`src/rtl/prescaled_timer_bank_top_macros.svh`:
```
`ifndef PRESCALED_TIMER_BANK_TOP_MACROS_SVH
`define PRESCALED_TIMER_BANK_TOP_MACROS_SVH

// same-cycle implication, checked out of reset
`define PTB_ASSERT_NOW(lbl, ante, cons, msg) \
  lbl: assert property (@(posedge clk) disable iff (rst) (ante) |-> (cons)) else $error(msg);

// next-cycle implication, checked out of reset
`define PTB_ASSERT_NEXT(lbl, ante, cons, msg) \
  lbl: assert property (@(posedge clk) disable iff (rst) (ante) |=> (cons)) else $error(msg);

`endif

```
`src/rtl/ptb_pkg.sv`:
```
package ptb_pkg;

  localparam logic [1:0] REQ_TICK   = 2'd0;
  localparam logic [1:0] REQ_WRITE  = 2'd1;
  localparam logic [1:0] REQ_READ   = 2'd2;
  localparam logic [1:0] REQ_FREEZE = 2'd3;

  localparam logic [7:0] FREEZE_MIN   = 8'd2;
  localparam logic [7:0] WRAP_MARK    = 8'h80;
  localparam logic [6:0] RELOAD_RESET = 7'd20;

  typedef struct packed {
    logic [1:0] req_type;
    logic [5:0] timer_index;
    logic [7:0] write_value;
  } req_t;

  typedef struct packed {
    logic [7:0] read_data;
    logic       tick_frozen;
  } rsp_t;

  typedef enum logic [1:0] {
    OP_NONE  = 2'd0,
    OP_WRITE = 2'd1,
    OP_READ  = 2'd2,
    OP_SWEEP = 2'd3
  } store_op_t;

  // addr and count are wide enough for any store depth up to 128
  typedef struct packed {
    store_op_t  op;
    logic [7:0] addr;
    logic [7:0] data;
    logic [7:0] count;
  } store_cmd_t;

  typedef struct packed {
    logic       done;
    logic [7:0] rdata;
  } store_stat_t;

endpackage

```
`src/rtl/ptb_store.sv`:
```
module ptb_store #(
  parameter int unsigned DEPTH = 35
) (
  input  logic                 clk,
  input  logic                 rst,
  input  ptb_pkg::store_cmd_t  cmd,
  output ptb_pkg::store_stat_t stat
);
  import ptb_pkg::*;

  localparam int unsigned AW = (DEPTH > 1) ? $clog2(DEPTH) : 1;
  localparam int unsigned CW = $clog2(DEPTH + 1);

  logic [7:0]       mem [DEPTH];
  logic [DEPTH-1:0] vld;

  logic          sweeping;
  logic [CW-1:0] ptr;
  logic [CW-1:0] lim;

  logic          pend;
  logic          pend_sweep;
  logic          pend_read;
  logic          pend_inr;
  logic          pend_last;
  logic [AW-1:0] pend_addr;

  logic [7:0] q;
  logic       q_vld;

  logic          cmd_inr;
  logic          sweep_rd;
  logic          rd_en;
  logic [AW-1:0] rd_addr;
  logic [7:0]    cur;
  logic [7:0]    dec;
  logic          we;
  logic [AW-1:0] wa;
  logic [7:0]    wd;

  assign cmd_inr = cmd.addr < 8'(DEPTH);

  always_comb begin
    sweep_rd = sweeping && (ptr < lim);
    rd_en    = 1'b0;
    rd_addr  = cmd.addr[AW-1:0];
    if (sweep_rd) begin
      rd_en   = 1'b1;
      rd_addr = ptr[AW-1:0];
    end else if (cmd.op == OP_READ && cmd_inr) begin
      rd_en = 1'b1;
    end
  end

  // unwritten entries read as zero
  assign cur = (pend_inr && q_vld) ? q : 8'd0;
  assign dec = cur - {7'd0, (cur != 8'd0)};

  always_comb begin
    we = 1'b0;
    wa = pend_addr;
    wd = dec;
    if (pend && pend_sweep) begin
      we = 1'b1;
    end else if (cmd.op == OP_WRITE && cmd_inr) begin
      we = 1'b1;
      wa = cmd.addr[AW-1:0];
      wd = cmd.data;
    end
  end

  always_ff @(posedge clk) begin
    if (we) begin
      mem[wa] <= wd;
    end
    if (rd_en) begin
      q     <= mem[rd_addr];
      q_vld <= vld[rd_addr];
    end
  end

  always_ff @(posedge clk) begin
    if (rst) begin
      vld <= '0;
    end else if (we) begin
      vld[wa] <= 1'b1;
    end
  end

  always_ff @(posedge clk) begin
    if (rst) begin
      sweeping <= 1'b0;
      ptr      <= '0;
      lim      <= '0;
      pend     <= 1'b0;
    end else begin
      pend <= sweep_rd || cmd.op == OP_READ || cmd.op == OP_WRITE;
      if (cmd.op == OP_SWEEP) begin
        sweeping <= 1'b1;
        ptr      <= '0;
        lim      <= cmd.count[CW-1:0];
      end else if (sweep_rd) begin
        ptr <= ptr + 1'b1;
        if (ptr == lim - 1'b1) begin
          sweeping <= 1'b0;
        end
      end
    end
  end

  always_ff @(posedge clk) begin
    pend_sweep <= sweep_rd;
    pend_read  <= !sweep_rd && cmd.op == OP_READ;
    pend_inr   <= sweep_rd || cmd_inr;
    pend_addr  <= rd_addr;
    pend_last  <= sweep_rd && (ptr == lim - 1'b1);
  end

  assign stat.done  = pend && (!pend_sweep || pend_last);
  assign stat.rdata = pend_read ? cur : 8'd0;

endmodule

```
`src/rtl/prescaled_timer_bank_top.sv`:
```
// channel  | handshake          | payload
// ---------+--------------------+-------------------------------
// request  | start / busy       | req (type, timer index, value)
// result   | done (one cycle)   | rsp (read data, tick frozen)
// config   | cfg_we             | cfg_wdata (interval reload)
//
// One item at a time. Frozen tick, freeze count write: result in the cycle after accept.
// Timer read or write: busy for a single cycle, then the result, registered from the store.
// Unfrozen tick: read-modify-write pass over the timer memory, one entry per
// cycle; FAST_COUNT entries, or FAST_COUNT + SLOW_COUNT when the prescaler wraps.
// Reset is synchronous and needs no clearing pass. Results cannot be stalled.
module prescaled_timer_bank_top #(
  parameter int unsigned FAST_COUNT = 20,
  parameter int unsigned SLOW_COUNT = 15
) (
  input  logic          clk,
  input  logic          rst,
  input  logic          start,
  output logic          busy,
  input  ptb_pkg::req_t req,
  output logic          done,
  output ptb_pkg::rsp_t rsp,
  input  logic          cfg_we,
  input  logic [6:0]    cfg_wdata
);
  import ptb_pkg::*;

  localparam int unsigned TOTAL = FAST_COUNT + SLOW_COUNT;

  typedef enum logic [1:0] {
    T_IDLE = 2'b01,
    T_WAIT = 2'b10
  } state_t;

  state_t state;
  state_t state_next;

  logic [7:0] freeze;
  logic [7:0] prescaler;
  logic [6:0] reload;

  logic        accept;
  logic        frozen_now;
  logic [7:0]  pre_dec;
  logic        wrap;
  store_cmd_t  cmd;
  store_stat_t stat;

  assign busy       = state == T_WAIT;
  assign accept     = start && !busy;
  assign frozen_now = freeze >= FREEZE_MIN;
  assign pre_dec    = prescaler - 8'd1;
  assign wrap       = pre_dec >= WRAP_MARK;

  always_comb begin
    cmd.op    = OP_NONE;
    cmd.addr  = {2'b00, req.timer_index};
    cmd.data  = req.write_value;
    cmd.count = wrap ? 8'(TOTAL) : 8'(FAST_COUNT);
    if (accept) begin
      case (req.req_type)
        REQ_TICK: begin
          if (!frozen_now) begin
            cmd.op = OP_SWEEP;
          end
        end
        REQ_WRITE: cmd.op = OP_WRITE;
        REQ_READ:  cmd.op = OP_READ;
        default:   cmd.op = OP_NONE;
      endcase
    end
  end

  always_comb begin
    state_next = state;
    case (state)
      T_IDLE: begin
        if (cmd.op != OP_NONE) begin
          state_next = T_WAIT;
        end
      end
      T_WAIT: begin
        if (stat.done) begin
          state_next = T_IDLE;
        end
      end
      default: state_next = T_IDLE;
    endcase
  end

  ptb_store #(
    .DEPTH(TOTAL)
  ) u_store (
    .clk (clk),
    .rst (rst),
    .cmd (cmd),
    .stat(stat)
  );

  always_ff @(posedge clk) begin
    if (rst) begin
      state     <= T_IDLE;
      done      <= 1'b0;
      freeze    <= 8'd0;
      prescaler <= 8'd0;
      reload    <= RELOAD_RESET;
    end else begin
      state <= state_next;
      done  <= 1'b0;
      if (cfg_we) begin
        reload <= cfg_wdata;
      end
      if (accept) begin
        case (req.req_type)
          REQ_TICK: begin
            if (frozen_now) begin
              freeze <= freeze - 8'd1;
              done   <= 1'b1;
            end else begin
              freeze    <= 8'd0;
              prescaler <= wrap ? {1'b0, reload} : pre_dec;
            end
          end
          REQ_FREEZE: begin
            freeze <= req.write_value;
            done   <= 1'b1;
          end
          default: ;
        endcase
      end
      if (state == T_WAIT && stat.done) begin
        done <= 1'b1;
      end
    end
  end

  always_ff @(posedge clk) begin
    if (state == T_WAIT && stat.done) begin
      rsp.read_data   <= stat.rdata;
      rsp.tick_frozen <= 1'b0;
    end else if (accept) begin
      rsp.read_data   <= 8'd0;
      rsp.tick_frozen <= req.req_type == REQ_TICK && frozen_now;
    end
  end

  `include "prescaled_timer_bank_top_macros.svh"

  `PTB_ASSERT_NEXT(a_item_answered, accept, done || busy, "item neither answered nor pending")
  `PTB_ASSERT_NOW(a_done_not_busy, done, !busy, "result shown while still busy")
  `PTB_ASSERT_NOW(a_frozen_no_data, done && rsp.tick_frozen, ~|rsp.read_data, "frozen with data")
  `PTB_ASSERT_NOW(a_store_done_waiting, stat.done, state == T_WAIT, "store done while idle")

endmodule
```
`config.mk`:
```
export PLATFORM = sky130hd
export DESIGN_NAME = prescaled_timer_bank_top
export DESIGN_NICKNAME = d
export VERILOG_FILES = /design/src/rtl/ptb_pkg.sv /design/src/rtl/ptb_store.sv /design/src/rtl/prescaled_timer_bank_top.sv
export VERILOG_INCLUDE_DIRS = /design/src /design/src/rtl
export SDC_FILE = /design/constraint.sdc
export NUM_CORES = 1
export LEC_CHECK = 0
export ABC_CLOCK_PERIOD_IN_PS = 4680
export BUFFER_PORTS_ARGS = -buffer_cell sky130_fd_sc_hd__buf_2
export CAP_MARGIN = 25
export CELL_PAD_IN_SITES_DETAIL_PLACEMENT = 0
export CELL_PAD_IN_SITES_GLOBAL_PLACEMENT = 1
export CORE_MARGIN = 2
export CORE_UTILIZATION = 47
export DETAILED_ROUTE_END_ITERATION = 8
export PLACE_DENSITY = 0.86
export SYNTH_ARGS = -nofsm -noshare
export SYNTH_HDL_FRONTEND = slang
export SYNTH_SLANG_ARGS = --single-unit
```
`constraint.sdc`:
```
create_clock -name clk -period 4.68 [get_ports clk]
set_clock_uncertainty 0.1 [all_clocks]
set_input_delay 0.234 -clock clk [delete_from_list [all_inputs] [get_ports clk]]
set_output_delay 0.234 -clock clk [all_outputs]
set_load 0.03 [all_outputs]
```
Word-level counts from Yosys, hierarchy flattened
Memories as Yosys holds them, arrays and structs flattened. A register that Yosys moved wholly into a read port is not among the register bits.
Index checks and enable logic that the tools add are counted.
{"block": "totals", "word_cells": 111, "ff_bits": 95, "output_inout_bits": 11, "in_bits": 27, "mem_bits_rw": 280, "n_memories": 1}
{"block": "classes", "n_addsub": 5, "n_lt_le_gt_ge": 7, "n_eq_ne": 11, "mux": 36, "bitwise": 2, "n_reduce_logical": 31}
{"name": "u_store.mem", "words": 35, "word_bits": 8, "read_ports": 1, "rd_clocked_by_memory_dff": 1, "write_ports": 1, "line": "ptb_store.sv:14", "text": "logic [7:0] mem [DEPTH];"}
{"cell": "$mux W8", "count": 6}
{"cell": "$or A35 B35 Y35", "count": 1}
{"cell": "$mux W6", "count": 4}
{"cell": "$mux W9", "count": 2}
{"cell": "$pmux W8 S2", "count": 1}
{"cell": "$sub A8 B1 Y8 const B", "count": 2}
{"cell": "$lt A6 B7 Y1 const B", "count": 2}
{"cell": "$mux W1", "count": 14}
{"cell": "$logic_and A1 B1 Y1", "count": 12}
{"cell": "$eq A2 B2 Y1 const B", "count": 5}
{"cell": "$reduce_bool A2 Y1", "count": 5}
{"cell": "$ge A8 B2 Y1 const B", "count": 1}
{"cell": "$ge A8 B8 Y1 const B", "count": 1}
{"cell": "$mux W2", "count": 4}
{"cell": "$reduce_bool A8 Y1", "count": 1}
{"cell": "$sub A8 B1 Y8", "count": 1}
{"cell": "$add A6 B1 Y6 const B", "count": 1}
{"cell": "$bmux W1 S6", "count": 1}
{"cell": "$demux W1 S6", "count": 1}
{"cell": "$eq A2 B1 Y1 const B", "count": 3}
{"cell": "$eq A6 B6 Y1", "count": 1}
{"cell": "$ge A6 B1 Y1 const B", "count": 1}
{"cell": "$lt A6 B6 Y1", "count": 1}
{"cell": "$lt A6 B6 Y1 const B", "count": 1}
{"cell": "other kinds (13)", "count": 20}

Depth between registers and ports, before layout
{"block": "logic_depth", "ltp_word": 13, "mapped_depth": 14, "depth_no_buf": 11}

Modules after synthesis
From an unflattened synthesis, not the netlist that was laid out.
{"block": "unflattened", "cells_unflattened": 1314, "hier_area_um2": 16525.8}
{"module": "ptb_store", "area_each_um2": 14630.3, "n_inst": 1, "seq_area_each_um2": 9859.5, "cells_per_inst": 1098}
{"module": "prescaled_timer_bank_top", "area_each_um2": 1895.6, "n_inst": 1, "seq_area_each_um2": 780.7, "cells_per_inst": 216}

Least setup slack after synthesis
Ideal clock, no wire load.
{"block": "synth_timing", "path_type": "register to register", "startpoint": "register u_store.q[5] (read register of u_store.mem)", "endpoint": "memory u_store.mem[0][7] (data pin)", "required_ns": 3.984, "path_buffers": 0, "slack_ns": -0.141, "setup_ns": 0.596, "t_arrival_ns": 4.125, "period_less_slack_ns": 4.821, "stages_incl_launch_ff": 10, "cell_sequence": "edfxtp_1 or2_2 or4b_2 nor3_1 nor2_1 ha_1 and3_1 nand2_1 nor2_1 o41ai_1"}
{"block": "synth_between", "elab_chain_cells": 5}
{"element": "start, declared", "line": "ptb_store.sv:28", "text": "logic [7:0] q;"}
{"element": "$mux W8 (*)", "line": "ptb_store.sv:56", "text": "assign cur = (pend_inr && q_vld) ? q : 8'd0;"}
{"element": "$reduce_bool A8 Y1", "line": "ptb_store.sv:57", "text": "assign dec = cur - {7'd0, (cur != 8'd0)};"}
{"element": "$sub A8 B1 Y8 (*)", "line": "ptb_store.sv:57"}
{"element": "$mux W8", "line": "ptb_store.sv:65", "text": "end else if (cmd.op == OP_WRITE && cmd_inr) begin"}
{"element": "$mux W8 (*)", "line": "ptb_store.sv:63", "text": "if (pend && pend_sweep) begin"}
{"element": "named net u_store.wd[7]", "line": "ptb_store.sv:39", "text": "logic [7:0] wd;"}
{"element": "end, declared", "line": "ptb_store.sv:14"}
Mark *: on every way through the listed nets, which the timed path passes. The rest lies on a longest branch.

Final worst setup path
{"block": "layout_timing", "startpoint": "register u_store.lim[1]", "endpoint": "register u_store.q[5] (read register of u_store.mem) (data pin)"}
{"block": "layout_between", "elab_chain_cells": 3, "word_cells_on_any_way": 4, "cone_classes": "1 x order compare; 2 x mux; 1 x reduce/logical"}
{"element": "start, declared", "line": "ptb_store.sv:19", "text": "logic [CW-1:0] lim;"}
{"element": "start signal, assigned", "line": "ptb_store.sv:101", "text": "lim <= cmd.count[CW-1:0];"}
{"element": "$lt A6 B6 Y1 (*)", "line": "ptb_store.sv:44", "text": "sweep_rd = sweeping && (ptr < lim);"}
{"element": "$logic_and A1 B1 Y1 (*)", "line": "ptb_store.sv:44"}
{"element": "$mux W6 or $mux W1 (tied branches)", "line": "ptb_store.sv:47", "text": "if (sweep_rd) begin"}
Mark *: on every way between the ends. The rest lies on a longest branch, timed or not.
A chain may end at the register's enable or synchronous reset.

==> flow_summary.json <==
{
  "outcome": "finished, final reports clean",
  "maxCapViolCount": 0,
  "ys_top_cells_by_count": "edfxtp_1 (297), nor2_1 (116), nand2_1 (101)",
  "numCtsBuffers": 38,
  "path_clk_slew_ns": 0.06,
  "pin_count": 38,
  "postPlaceCellArea_mm2": 0.0166,
  "endpoint": "u_store.q[5]",
  "reg2reg_to": "u_store.q[5]",
  "critPathCaptureType": "flip-flop",
  "synthMuxAreaShare_pct": 8.63,
  "synth_top_family_by_area": "compound AO/OA/AOI/OAI gates",
  "grt-ovfl-total": 0,
  "worstMarginPinSlew_ns": 1.02,
  "synth_top_area_share_pct": 56.1,
  "rsz0062_at_grt": "false",
  "synth_edf_count": 297,
  "startpoint": "u_store.lim[1]",
  "n_antenna_cell": 0,
  "drt-initial-drc-count": 1270,
  "avgViaCountPerCell": 5.97,
  "synthesis.instances": 1180,
  "final_cell_area_mm2": 0.0180,
  "synthSimpleGateAreaFrac_pct": 9.89,
  "yosysMostFrequentCell": "edfxtp_1",
  "start_util_pct": 47.5,
  "finalCriticalPeriod_ns": 4.47,
  "power.density_mw_per_mm2": 407,
  "async_flop_share_pct": 0,
  "nets": 1297,
  "syn_to_final_growth_pct": 13.4,
  "die_x_um": 188,
  "r2r_slack_ns": 0.21,
  "cts_tree": "yes",
  "coreArea_mm2": 0.0334,
  "final-hold-violation-count": 0,
  "drc": 0,
  "ys_top_cells_by_area": "edfxtp_1 (56%), dfxtp_1 (10%), mux2i_1 (5.9%)",
  "clock_path_buffers": 3,
  "critPathKind": "reg -> reg",
  "startpoint_type": "flip-flop",
  "hold_ws_ns": 0.00286,
  "grt_max_degree": 66,
  "synth_xor_area_share_pct": 0.716,
  "reg2regPathDepth": 11,
  "cts_root_buf": "clkbuf_16",
  "setup_tns_ns": 0,
  "layout-drive-gt1-share_pct": 14.8,
  "required_ns": 4.82,
  "wl_per_cell_um": 22.5,
  "ant_nets": 0,
  "clk_latency_ns": 0.54,
  "timing.fmax_mhz": 223,
  "grt_antenna_before_repair": 0,
  "p_leak_nw": 6.32,
  "timing.final.crit_share_pct": 95.6,
  "globalplace.congestion": 0.894,
  "clkSinkCount": 379,
  "synth_area_mm2": 0.0159,
  "dpl.cell_count": 1644,
  "fp-row-count": 67,
  "track_usage_pct": 22.1,
  "die_h_um": 188,
  "synth.distinct_cells": 75,
  "regToRegStartpoint": "u_store.lim[1]",
  "dieArea_mm2": 0.0353,
  "finalNonFillerCells": 1732,
  "vdd_drop_max_mv": 0.244,
  "htree_num_levels": 2,
  "hpwl_um": 25700,
  "multi_input_area_mm2": 0.00497,
  "ys_seq_area_share_pct": 66.4,
  "crit_fanout": 25,
  "syn_area_per_cell_um2": 13.5,
  "totalPowerFinal_mw": 7.34,
  "critical_path_arrival_ns": 4.61,
  "grt_pass1_vias": 9867,
  "register_area_mm2": 0.0106,
  "wirelength_um": 39000,
  "maxSlewHeadroom_pct": 29.8,
  "syn-num-nets": 1223,
  "grt_pass1_wl_um": 59500,
  "slew_violations": 0,
  "fillers": 2744,
  "setup_viol": 0,
  "vias": 10300,
  "synth_compound_area_share_pct": 10.5,
  "synth_top_area_cell": "edfxtp_1",
  "synth_fa_ha_area_share_pct": 1.26,
  "synth-warning-count": 0,
  "hold_path.class": "in -> reg",
  "ys.flop_type": "edfxtp_1",
  "port_buffers": 37,
  "ys_ff_latch": 379,
  "dr.pass1.iters": 5
}
[worst min-delay path by stage]
| stage | start | endpoint | cells after the start |
|---|---|---|---|
| 2_1_floorplan | req[11] | u_store.pend_addr[3] | 2 |
| 3_3_place_gp | cfg_wdata[4] | reload[4] | 2 |
| 3_5_place_dp | cfg_wdata[4] | reload[4] | 2 |
| 4_1_cts | req[3] | freeze[3] | 5 |
| 5_1_grt | req[4] | freeze[4] | 5 |
| 6_report | req[4] | freeze[4] | 5 |
[what timing repair did]
item | CTS | global route
endpoints found under the hold margin | 13 | 0
buffers inserted | 0 | 0
resized for setup | 0 | 0
hold buffers | 15 | 0
[report_power, final]
group | internal [mW] | switching [mW]
registers | 3.70 | 0.0231
clock network | 1.74 | 1.26
logic | 0.210 | 0.417
[critical path: stages, from the launching register on]
cell,delay [ns]
dfxtp_1,0.36
inv_1,0.12
ha_1,0.30
nor2b_1,0.15
o2111ai_2,0.35
nand2_4,0.26
a21oi_4,0.68
inv_4,0.30
o21ai_2,0.47
o22ai_1,0.24
nor4_1,0.73
a211oi_1,0.11
[layout make-up]
cell class                 instances  share of cell area, %
sequential                       379                   58.5
clock buffer                      51                   5.77
inverter                          25                  0.562
timing repair buffer              88                   3.47
tap                              448                   3.11
multi-input combinational        722                   27.6
clock inverter                    19                   1.01
[cells in the final DEF, fill, tap and decap left out, types with 17 or more instances in the layout]
cell and count:
o21ai_0 37, nor2_1 116, buf_2 37, mux4_2 17, buf_4 34, nand3_1 21, clkbuf_16 39, nand2_1 101
dfxtp_1 82, o22ai_1 29, mux2i_1 93, a21oi_1 52, inv_1 21, edfxtp_1 297
[flip-flops by register name, summed over array words and instances, names as in the netlist, 2 cells and up]
name               cells
u_store.ptr            6
prescaler              8
rsp                    9
u_store.mem          280
u_store.pend_addr      6
reload                 7
u_store.lim            2
freeze                 8
state                  2
u_store.q              8
u_store.vld           35
[metal layers]
layer | global-route usage, % | wire length (um) | up-vias
li1 | - | - | 4644
met1 | 30.6 | 16400 | 5099
met2 | 35.4 | 18200 | 501
met3 | 3.97 | 3190 | 90
met4 | 7.72 | 1270 | 0
met5 | 0 | 0 | -
[stage by stage]
step / utilization [%] / setup WS [ns]
CTS: 53.9 / 0.233
global route: 53.9 / 0.000938
detailed placement: 49.7 / 0.309
global placement: 49.7 / 0.319
finish: 53.9 / 0.205
floorplan: - / 0.314
[cells by family after synthesis]
| logic type | Yosys count |
|---|---|
| buffers and inverters | 79 |
| and+or+nand+nor | 336 |
| AOI/OAI and AO/OA | 243 |
| DFF | 379 |
| adders and majority gates | 16 |
| muxes | 114 |
| xor gates and xnor gates | 13 |
(Power assumes the default switching activity.)
